<file path="src/dqd_pkg.sv">
// Shared types and constants for the deque with delete-by-value unit.
`default_nettype none
package dqd_pkg;

  localparam int DEPTH   = 16;
  localparam int CNT_W   = $clog2(DEPTH + 1);
  localparam int VALUE_W = 32;
  localparam int MODE_W  = 3;
  localparam int STAT_W  = 2;
  localparam int COUNT_W = 5;
  localparam int OP_W    = 3;

  // Request modes
  localparam logic [MODE_W-1:0] MODE_PUSH_FRONT = 3'd0;
  localparam logic [MODE_W-1:0] MODE_PUSH_REAR  = 3'd1;
  localparam logic [MODE_W-1:0] MODE_POP_FRONT  = 3'd2;
  localparam logic [MODE_W-1:0] MODE_POP_REAR   = 3'd3;
  localparam logic [MODE_W-1:0] MODE_DELETE     = 3'd4;

  // Result status codes
  localparam logic [STAT_W-1:0] STAT_DONE      = 2'd0;
  localparam logic [STAT_W-1:0] STAT_FULL      = 2'd1;
  localparam logic [STAT_W-1:0] STAT_EMPTY     = 2'd2;
  localparam logic [STAT_W-1:0] STAT_NOT_FOUND = 2'd3;

  // Operations broadcast to every cell
  localparam logic [OP_W-1:0] OP_NONE       = 3'd0;
  localparam logic [OP_W-1:0] OP_PUSH_FRONT = 3'd1;
  localparam logic [OP_W-1:0] OP_PUSH_REAR  = 3'd2;
  localparam logic [OP_W-1:0] OP_POP_FRONT  = 3'd3;
  localparam logic [OP_W-1:0] OP_POP_REAR   = 3'd4;
  localparam logic [OP_W-1:0] OP_DELETE     = 3'd5;

  typedef struct packed {
    logic [MODE_W-1:0]         mode;
    logic signed [VALUE_W-1:0] value;
  } in_beat_t;

  typedef struct packed {
    logic [STAT_W-1:0]         status;
    logic [COUNT_W-1:0]        count;
    logic signed [VALUE_W-1:0] front_value;
    logic signed [VALUE_W-1:0] rear_value;
  } out_beat_t;

  typedef struct packed {
    logic [OP_W-1:0]    op;
    logic [VALUE_W-1:0] value;
  } cell_ctl_t;

endpackage
`default_nettype wire

</file>
<file path="src/dqd_cell.sv">
// One storage cell of the deque chain: holds an entry and its valid bit.
`default_nettype none
module dqd_cell
  import dqd_pkg::*;
(
  input  wire logic               clk,
  input  wire logic               rst_n,
  input  wire cell_ctl_t          ctl,
  input  wire logic [VALUE_W-1:0] left_value,
  input  wire logic               left_valid,
  input  wire logic [VALUE_W-1:0] right_value,
  input  wire logic               right_valid,
  input  wire logic               hit_in,
  output logic                    hit_out,
  output logic [VALUE_W-1:0]      value,
  output logic                    valid
);

  logic [VALUE_W-1:0] value_r;
  logic [VALUE_W-1:0] value_nxt;
  logic               valid_r;
  logic               valid_nxt;
  logic               match;

  assign match   = valid_r && (value_r == ctl.value);
  assign hit_out = hit_in | match;
  assign value   = value_r;
  assign valid   = valid_r;

  always_comb begin
    value_nxt = value_r;
    valid_nxt = valid_r;
    case (ctl.op)
      OP_PUSH_FRONT: begin
        value_nxt = left_value;
        valid_nxt = left_valid;
      end
      OP_PUSH_REAR: begin
        if (!valid_r && left_valid) begin
          value_nxt = ctl.value;
          valid_nxt = 1'b1;
        end
      end
      OP_POP_FRONT: begin
        value_nxt = right_value;
        valid_nxt = right_valid;
      end
      OP_POP_REAR: begin
        if (valid_r && !right_valid) begin
          valid_nxt = 1'b0;
        end
      end
      OP_DELETE: begin
        // close the gap from the first match toward the rear
        if (hit_out) begin
          value_nxt = right_value;
          valid_nxt = right_valid;
        end
      end
      default: begin
      end
    endcase
  end

  always_ff @(posedge clk) begin
    if (!rst_n) begin
      valid_r <= 1'b0;
    end else begin
      valid_r <= valid_nxt;
    end
  end

  always_ff @(posedge clk) begin
    value_r <= value_nxt;
  end

endmodule
`default_nettype wire

</file>
<file path="src/deque_with_delete_by_value_unit.sv">
// Top level of the bounded deque with delete-by-value: cell chain and result register.
`default_nettype none
// Channel  Ports                          Beat contents
// -------  -----------------------------  ------------------------------------------
// input    in_valid, in_ready, in_data    mode, value (push / search value)
// result   out_valid, out_ready, out_data status, count, front_value, rear_value
//
// For each beat the accept edge updates every cell of the chain at once, and
// the next edge loads the result register from the updated cells (front from
// cell 0, rear from the last valid cell). No new item is taken until that
// result is loaded, nor while the result side stalls.
// Reset (rst_n low, synchronous) clears all valid bits, the count and both
// handshake flags; entry contents are not reset.
// A stalled result holds in the output register and blocks new input beats.
module deque_with_delete_by_value_unit
  import dqd_pkg::*;
(
  input  wire logic      clk,
  input  wire logic      rst_n,
  input  wire logic      in_valid,
  output logic           in_ready,
  input  wire in_beat_t  in_data,
  output logic           out_valid,
  input  wire logic      out_ready,
  output out_beat_t      out_data
);

  // chain wiring
  logic [VALUE_W-1:0] cell_value [DEPTH];
  logic               cell_valid [DEPTH];
  logic               hit        [DEPTH+1];
  cell_ctl_t          ctl;

  // control state
  logic               pend_r;
  logic               out_valid_r;
  logic [CNT_W-1:0]   count_r;
  logic [CNT_W-1:0]   count_nxt;
  logic [STAT_W-1:0]  status_r;
  logic [STAT_W-1:0]  status_nxt;
  out_beat_t          out_r;
  logic               accept;
  logic               full;
  logic               empty;
  logic [VALUE_W-1:0] rear_or;

  // Hold new beats while a result is pending or stalled.
  assign in_ready  = !pend_r && (!out_valid_r || out_ready);
  assign accept    = in_valid && in_ready;
  assign out_valid = out_valid_r;
  assign out_data  = out_r;

  assign full  = (count_r == CNT_W'(DEPTH));
  assign empty = (count_r == '0);

  assign hit[0] = 1'b0;

  // Decode the request into the chain operation, status and new count.
  // Refused requests (full push, empty pop, missing value) leave the cells unchanged.
  always_comb begin
    ctl.op     = OP_NONE;
    ctl.value  = in_data.value;
    status_nxt = STAT_DONE;
    count_nxt  = count_r;
    case (in_data.mode)
      MODE_PUSH_FRONT, MODE_PUSH_REAR: begin
        if (full) begin
          status_nxt = STAT_FULL;
        end else begin
          ctl.op    = (in_data.mode == MODE_PUSH_FRONT) ? OP_PUSH_FRONT : OP_PUSH_REAR;
          count_nxt = count_r + CNT_W'(1);
        end
      end
      MODE_POP_FRONT, MODE_POP_REAR: begin
        if (empty) begin
          status_nxt = STAT_EMPTY;
        end else begin
          ctl.op    = (in_data.mode == MODE_POP_FRONT) ? OP_POP_FRONT : OP_POP_REAR;
          count_nxt = count_r - CNT_W'(1);
        end
      end
      MODE_DELETE: begin
        // the match chain does not depend on the op, so broadcast delete always
        ctl.op = OP_DELETE;
        if (hit[DEPTH]) begin
          count_nxt = count_r - CNT_W'(1);
        end else begin
          status_nxt = STAT_NOT_FOUND;
        end
      end
      default: begin
      end
    endcase
    if (!accept) begin
      ctl.op = OP_NONE;
    end
  end

  // Build the row of cells; cell 0 is the front.
  for (genvar i = 0; i < DEPTH; i++) begin : g_cell
    logic [VALUE_W-1:0] lv;
    logic               lvld;
    logic [VALUE_W-1:0] rv;
    logic               rvld;

    if (i == 0) begin : g_first
      assign lv   = in_data.value;
      assign lvld = 1'b1;
    end else begin : g_mid_l
      assign lv   = cell_value[i-1];
      assign lvld = cell_valid[i-1];
    end

    if (i == DEPTH-1) begin : g_last
      assign rv   = '0;
      assign rvld = 1'b0;
    end else begin : g_mid_r
      assign rv   = cell_value[i+1];
      assign rvld = cell_valid[i+1];
    end

    dqd_cell u_cell (
      .clk         (clk),
      .rst_n       (rst_n),
      .ctl         (ctl),
      .left_value  (lv),
      .left_valid  (lvld),
      .right_value (rv),
      .right_valid (rvld),
      .hit_in      (hit[i]),
      .hit_out     (hit[i+1]),
      .value       (cell_value[i]),
      .valid       (cell_valid[i])
    );
  end

  // Pick the rear entry: the valid cell whose rear neighbor is empty.
  always_comb begin
    rear_or = '0;
    for (int i = 0; i < DEPTH; i++) begin
      if (cell_valid[i] && ((i == DEPTH-1) || !cell_valid[(i == DEPTH-1) ? i : i+1])) begin
        rear_or = rear_or | cell_value[i];
      end
    end
  end

  always_ff @(posedge clk) begin
    if (!rst_n) begin
      pend_r      <= 1'b0;
      out_valid_r <= 1'b0;
      count_r     <= '0;
    end else begin
      if (accept) begin
        count_r <= count_nxt;
      end
      pend_r <= accept;
      // advance the result slot: load after the chain update, drop on take
      if (pend_r) begin
        out_valid_r <= 1'b1;
      end else if (out_ready) begin
        out_valid_r <= 1'b0;
      end
    end
  end

  always_ff @(posedge clk) begin
    if (accept) begin
      status_r <= status_nxt;
    end
    if (pend_r) begin
      out_r.status      <= status_r;
      out_r.count       <= COUNT_W'(count_r);
      out_r.front_value <= cell_valid[0] ? cell_value[0] : '0;
      out_r.rear_value  <= rear_or;
    end
  end

endmodule
`default_nettype wire

</file>
<file path="config.mk">
export PLATFORM = sky130hd
export DESIGN_NAME = deque_with_delete_by_value_unit
export DESIGN_NICKNAME = d
export VERILOG_FILES = /design/src/dqd_pkg.sv /design/src/dqd_cell.sv /design/src/deque_with_delete_by_value_unit.sv
export SDC_FILE = /design/constraint.sdc
export NUM_CORES = 1
export LEC_CHECK = 0
export BUFFER_PORTS_ARGS = -buffer_cell sky130_fd_sc_hd__buf_2
export CORE_ASPECT_RATIO = 1.5
export CORE_UTILIZATION = 31
export CTS_CLUSTER_DIAMETER = 80
export DETAILED_ROUTE_END_ITERATION = 7
export PLACE_DENSITY = 0.48
export SYNTH_ARGS = -nofsm -noshare
export SYNTH_HDL_FRONTEND = slang
export SYNTH_SLANG_ARGS = --single-unit
</file>
<file path="constraint.sdc">
create_clock -name clk -period 6.6 [get_ports clk]
set_input_delay 0.33 -clock clk [delete_from_list [all_inputs] [get_ports clk]]
set_output_delay 0.33 -clock clk [all_outputs]
set_load 0.02 [all_outputs]
</file>
### After elaboration in Yosys (flattened, before gate mapping)

Index checks and enable logic that the tools add are counted.

* RAM bits: 0
* memories: 0
* word-level logic and storage cells: 386
* flip-flop bits (word level): 608
* bits of input ports: 39
* latch bits: 0
* memory bits (read-only): 0
* output and inout bits: 73

* reduce and logical (&&, ||, !) cells: 96
* $add $sub $neg: 2
* order comparisons: 0
* equality and inequality tests: 76
* shift-type cells: 0
* div/mod/pow operators: 0
* mux-type cells: 142
* multiply operators: 0
* bitwise logic cells: 30

Operator list (number)
* $pmux 32 s4: 16
* $mux 32: 48
* $eq 32x32->1: 16
* $or 32x32->32: 15
* $pmux 1 s5: 14
* $ne 2x2->1 const B: 33
* $reduce_and 4->1: 14
* $reduce_and 3->1: 18
* $mux 1: 49
* $ne 2x1->1 const B: 17
* $logic_and 1x1->1: 33
* $logic_not 1->1: 17
* $mux 5: 3
* $or 1x1->1: 15
* $pmux 5 s3: 1
* $eq 3x2->1 const B: 4
* $reduce_bool 4->1: 3
* $eq 3x3->1 const B: 3
* $mux 3: 3
* $pmux 3 s3: 1
* $mux 2: 4
* $pmux 1 s4: 2
* $reduce_or 2->1: 4
* $eq 3x1->1 const B: 2
* other kinds (11): 11

### Longest topological paths before layout

* word-level depth: 33
* mapped depth: 11
* gate-level depth less buffers: 9

### Cells and area by module

From an unflattened synthesis, not the netlist that was laid out.

* cell total of the unflattened synthesis: 3886
* area, all modules: 38250.4 µm²

By module, submodules not included
* dqd_cell: cells each 208, times used 16, seq. area each 980.9 µm², area each 2031.9 µm²
* deque_with_delete_by_value_unit: cells each 558, times used 1, seq. area each 2332.2 µm², area each 5739.3 µm²

### Worst setup path after synthesis

Ideal clock, no wire load.

* kind: register to register
* from: register pend_r
* to: register g_cell[14].u_cell.value_r[0], enable pin
* required time: 6.132 ns
* setup slack: 0.308 ns
* arrival time: 5.824 ns
* clock period less this slack: 6.292 ns
* path buffers: 2
* cell stages (with the launch flop): 8
* setup time: 0.468 ns
* cell sequence: dfxtp_1 -> a21oi_1 -> nand2_1 -> or3_1 -> clkbuf_1 -> clkbuf_1 -> nor2_1 -> nor3b_1

* word-level cells in the longest chain between the ends: 7
* elaborated cells between the ends (all ways): 12
* those cells by class: 6 x eq/ne; 1 x mux; 5 x reduce/logical

RTL lines
* start, declared: RTL line deque_with_delete_by_value_unit.sv:35 `logic pend_r;`
* start signal, assigned: RTL line deque_with_delete_by_value_unit.sv:156 `pend_r <= accept;`
* $logic_not 1->1 (*): RTL line deque_with_delete_by_value_unit.sv:48 `assign in_ready = !pend_r && (!out_valid_r || out_ready);`
* $logic_and 1x1->1 (*): RTL line deque_with_delete_by_value_unit.sv:48
* named net in_ready: RTL line deque_with_delete_by_value_unit.sv:21 `output logic in_ready,`
* $logic_and 1x1->1 (*): RTL line deque_with_delete_by_value_unit.sv:49 `assign accept = in_valid && in_ready;`
* $mux 3 (*): RTL line deque_with_delete_by_value_unit.sv:94 `if (!accept) begin`
* $eq 3x3->1, or another cell as far along: RTL line dqd_cell.sv:33 `case (ctl.op)`
* $ne 2x1->1 (no line), or another cell as far along
* $reduce_and 3->1 (no line) (*)
* end signal, assigned: RTL line dqd_cell.sv:74 `value_r <= value_nxt;`
* end, declared: RTL line dqd_cell.sv:19 `logic [VALUE_W-1:0] value_r;`

Mark *: on every way through the listed nets, which the timed path passes. The rest lies on a longest branch.
A chain may end at the register's enable or synchronous reset.

### Worst setup path after layout

* from: register g_cell[7].u_cell.value_r[1]
* to: register g_cell[8].u_cell.value_r[19], enable pin

* word-level cells in the longest chain between the ends: 6

RTL lines
* start, declared: RTL line dqd_cell.sv:19
* start signal, assigned: RTL line dqd_cell.sv:74
* $eq 32x32->1: RTL line dqd_cell.sv:25 `assign match = valid_r && (value_r == ctl.value);`
* $logic_and 1x1->1: RTL line dqd_cell.sv:25
* $or 1x1->1 (2 in series): RTL line dqd_cell.sv:26 `assign hit_out = hit_in | match;`
* $ne 2x1->1 (no line)
* $reduce_and 3->1 (no line)
* end signal, assigned: RTL line dqd_cell.sv:74
* end, declared: RTL line dqd_cell.sv:19

No other way between the ends.

==> impl_results.md <==
- Synthesized Nets: 2840
- ANT nets after route: 0
- Hold_sp: in_valid
- Seq/Total Area, Yosys: 0.517
- Post-CTS setup buffers: 0
- Mapped cell area: 34900 um2
- Crit path capture type: flip-flop
- CP required: 6.88 ns
- Vias per inst: 7.00
- Critical Path AT: 5.15 ns
- Num CTS Buffers: 68
- Initial Util: 0.313
- Clk network pwr share: 0.378
- Nets: 2800
- Leak Pwr: 12.8 nW
- Failing checks: capacitance limit
- First-pass GRT wire length: 275000 um
- Design area: 39200 um2
- Vias: 29812
- Die width: 276 um
- Vias in the first global route: 27904
- Asr flop ratio synth: 0
- Cells after Synth: 2797
- Max cap viols: 1
- Clock Skews: 0.0464 ns
- Worst r2r src: g_cell[7].u_cell.value[1]$_DFFE_PP_
- PostCTS Resize Cnt: 0
- Tcrit/Tclk final: 0.737
- Maximum clock frequency: 206 MHz
- Warnings, synthesis: 0
- Kind of critical path: reg2reg
- P&R area growth vs syn: 12.3%
- Post-DP Area: 36800 um2
- Post-synth EDFFs: 585
- Die ar.: 114000 um2
- Iter 0 DRT Violations: 4919
- Routed WL per cell: 49.2 um
- Switch Pwr: 3.47 mW
- Sw Share: 0.317
- Top Ports: 112
- Rows: 150
- Number of synthesized register bits: 608
- P_int: 7.48 mW
- Peak VDD IR: 0.000164 V
- Clk slew on worst S/H paths: 0.06 ns
- CTS max path bufs: 3
- Combinational share of power: 0.184
- Overall Global Routing Usage: 0.364
- FILL cells: 11029
- Gr ovfl total: 0
- Final WL: 210000 um
- TNS Setup: 0 ns
- Hold_ws: 0.152 ns
- Pin count of the biggest net entering global routing: 217
- Clock sinks: 608
- Die height: 413 um
- DRC: 0
- Seq pwr share: 0.439
- H-Tree Depth: 3
- Hold Vio Cnt, Final: 0
- Relative slew slack: 0.00514
- Tightest Hold Check Type: in2reg
- Slew @ Worst Pin: 1.48 ns
- Final Max Slew Viols: 0
- Top FF cell, synth: edfxtp_1
- Endpoints failing setup: 0
- HPWL Detailed: 156000 um
- Synth unique cells: 71
- Crit. Startpoint: g_cell[7].u_cell.value[1]$_DFFE_PP_
- I/O Buffers: 111
- PwrDens: 280 nW/um2
- RSZ-0062 raised after global routing: false
- CTS Root Cell: clkbuf_16
- CTS Hold Buffers Added: 2
- Core ar.: 111000 um2
- Final min period: 4.86 ns
- Tot Pwr: 11.0 mW
- Drt first pass iters: 6
- CTS tree: built
- GPL Wtd Cong: 1.09
- Initial antenna violation count: 19
- Clock Latency Late Sink: 0.69 ns
- Status: finished, violations left
- CP max FO: 32
- Setup crit start kind: flip-flop
- Share of cells above drive strength 1: 0.139
- Avg Inst Size Synth: 12.5 um2
-- worst paths after layout --
path	slack, ns	cells after the start	to
worst max-delay path	1.74	9	g_cell[8].u_cell.value[19]$_DFFE_PP_
worst min-delay path	0.15	3	pend_r$_SDFF_PN0_
worst max register to register	1.74	9	g_cell[8].u_cell.value[19]$_DFFE_PP_
worst min register to register	0.44	0	out_data[70]$_DFFE_PP_
-- cells by family (layout without fill, tap and decap cells) --
group,after synthesis,count (layout),share of synthesized area
compound gates,837,837,0.220
flops,608,608,0.517
xor+xnor,512,512,0.129
simple gates,475,475,0.0804
buf+inv,327,340,0.0420
mux,34,34,0.0109
fa+ha+maj,4,4,0.00165
other cells,0,5,0
-- layer usage --
layer	wire length [um]	vias to the layer above	global-route usage
met4	16100	14	0.224
met3	16900	511	0.0624
li1	-	11426	-
met2	101000	2317	0.605
met5	91	-	0
met1	75900	15544	0.434
-- synth_stat cells, drive strengths merged, types with 35 or more instances --
cell type,count,area share
nand3,38,0.0055
a22o,128,0.032
a21o,35,0.0075
buf,72,0.015
xnor2,241,0.061
xor2,271,0.068
nor4,92,0.017
a221oi,128,0.032
clkbuf,244,0.026
nor3,35,0.0052
nand4,110,0.020
edfxtp,585,0.50
a221o,446,0.13
and2,67,0.012
-- metrics by stage --
step | worst slack, ns | util | std cells
after detailed placement | 1.60 | 0.330 | 4129
after global placement | 1.59 | 0.330 | 4129
after global routing | 1.82 | 0.351 | 4254
final | 1.74 | 0.352 | 4259
after floorplan | 0.308 | - | 2797
after CTS | 1.86 | 0.351 | 4254
-- critical path, cell delays in order, from the launching register on --
cell	delay (ns)
edfxtp_1	0.52
xnor2_1	0.69
nand4_1	0.49
nor4_1	0.30
nand4_1	0.16
o41ai_2	0.78
nor3_1	0.24
o21ai_0	0.24
o211a_2	0.26
buf_4	0.68
-- cell usage in the layout (no fill, tap or decap), types with 7 or more instances in the layout --
master | synthesis | final
nor3_1 | 34 | 32
dfxtp_1 | 23 | 20
nor2_4 | 0 | 7
nand2b_1 | 9 | 9
nand2_1 | 34 | 33
buf_4 | 16 | 86
a21o_1 | 35 | 35
nor2_1 | 32 | 25
xor2_1 | 271 | 270
a221o_1 | 446 | 446
nor2b_4 | 0 | 15
nand3_1 | 38 | 38
nand4_1 | 110 | 110
nor4_1 | 88 | 88
a22o_1 | 128 | 128
a221oi_1 | 128 | 128
o21ai_0 | 19 | 18
bufinv_16 | 0 | 11
clkbuf_1 | 244 | 15
a211oi_1 | 9 | 8
clkinv_2 | 0 | 7
clkbuf_16 | 0 | 69
and2_1 | 67 | 65
xnor2_1 | 241 | 241
buf_12 | 0 | 7
a21oi_1 | 30 | 28
clkinv_1 | 1 | 11
o22ai_1 | 8 | 8
edfxtp_1 | 585 | 585
mux2_2 | 31 | 31
inv_1 | 9 | 9
buf_2 | 29 | 111
-- sequential cells by signal (all words and copies together), names as in the netlist --
register	count
g_cell.u_cell.value	512
count_r	5
status_r	2
pend_r	1
out_valid	1
out_data	71
g_cell.u_cell.valid	16
-- layout make-up --
cell class | instances | area [um2] | area share
multi-input combinational | 1862 | 15600 | 0.399
clock buffer | 85 | 1800 | 0.0458
sequential | 608 | 18000 | 0.460
tap | 1444 | 1810 | 0.0461
clock inverter | 38 | 514 | 0.0131
timing repair buffer | 206 | 1360 | 0.0347
antenna | 5 | 12.5 | 0.000319
inverter | 11 | 41.3 | 0.00105
-- power groups by stage --
| stage | clock network, mW | registers, mW | logic, mW |
|---|---|---|---|
| after global placement | 0 | 4.87 | 1.95 |
| final | 4.14 | 4.81 | 2.01 |
| after CTS | 4.17 | 4.80 | 1.96 |
| after detailed placement | 0 | 4.88 | 1.94 |
| after floorplan | 0 | 4.78 | 0.969 |
| after global routing | 4.29 | 4.81 | 2.01 |
Power figures use the tool's default switching activity.
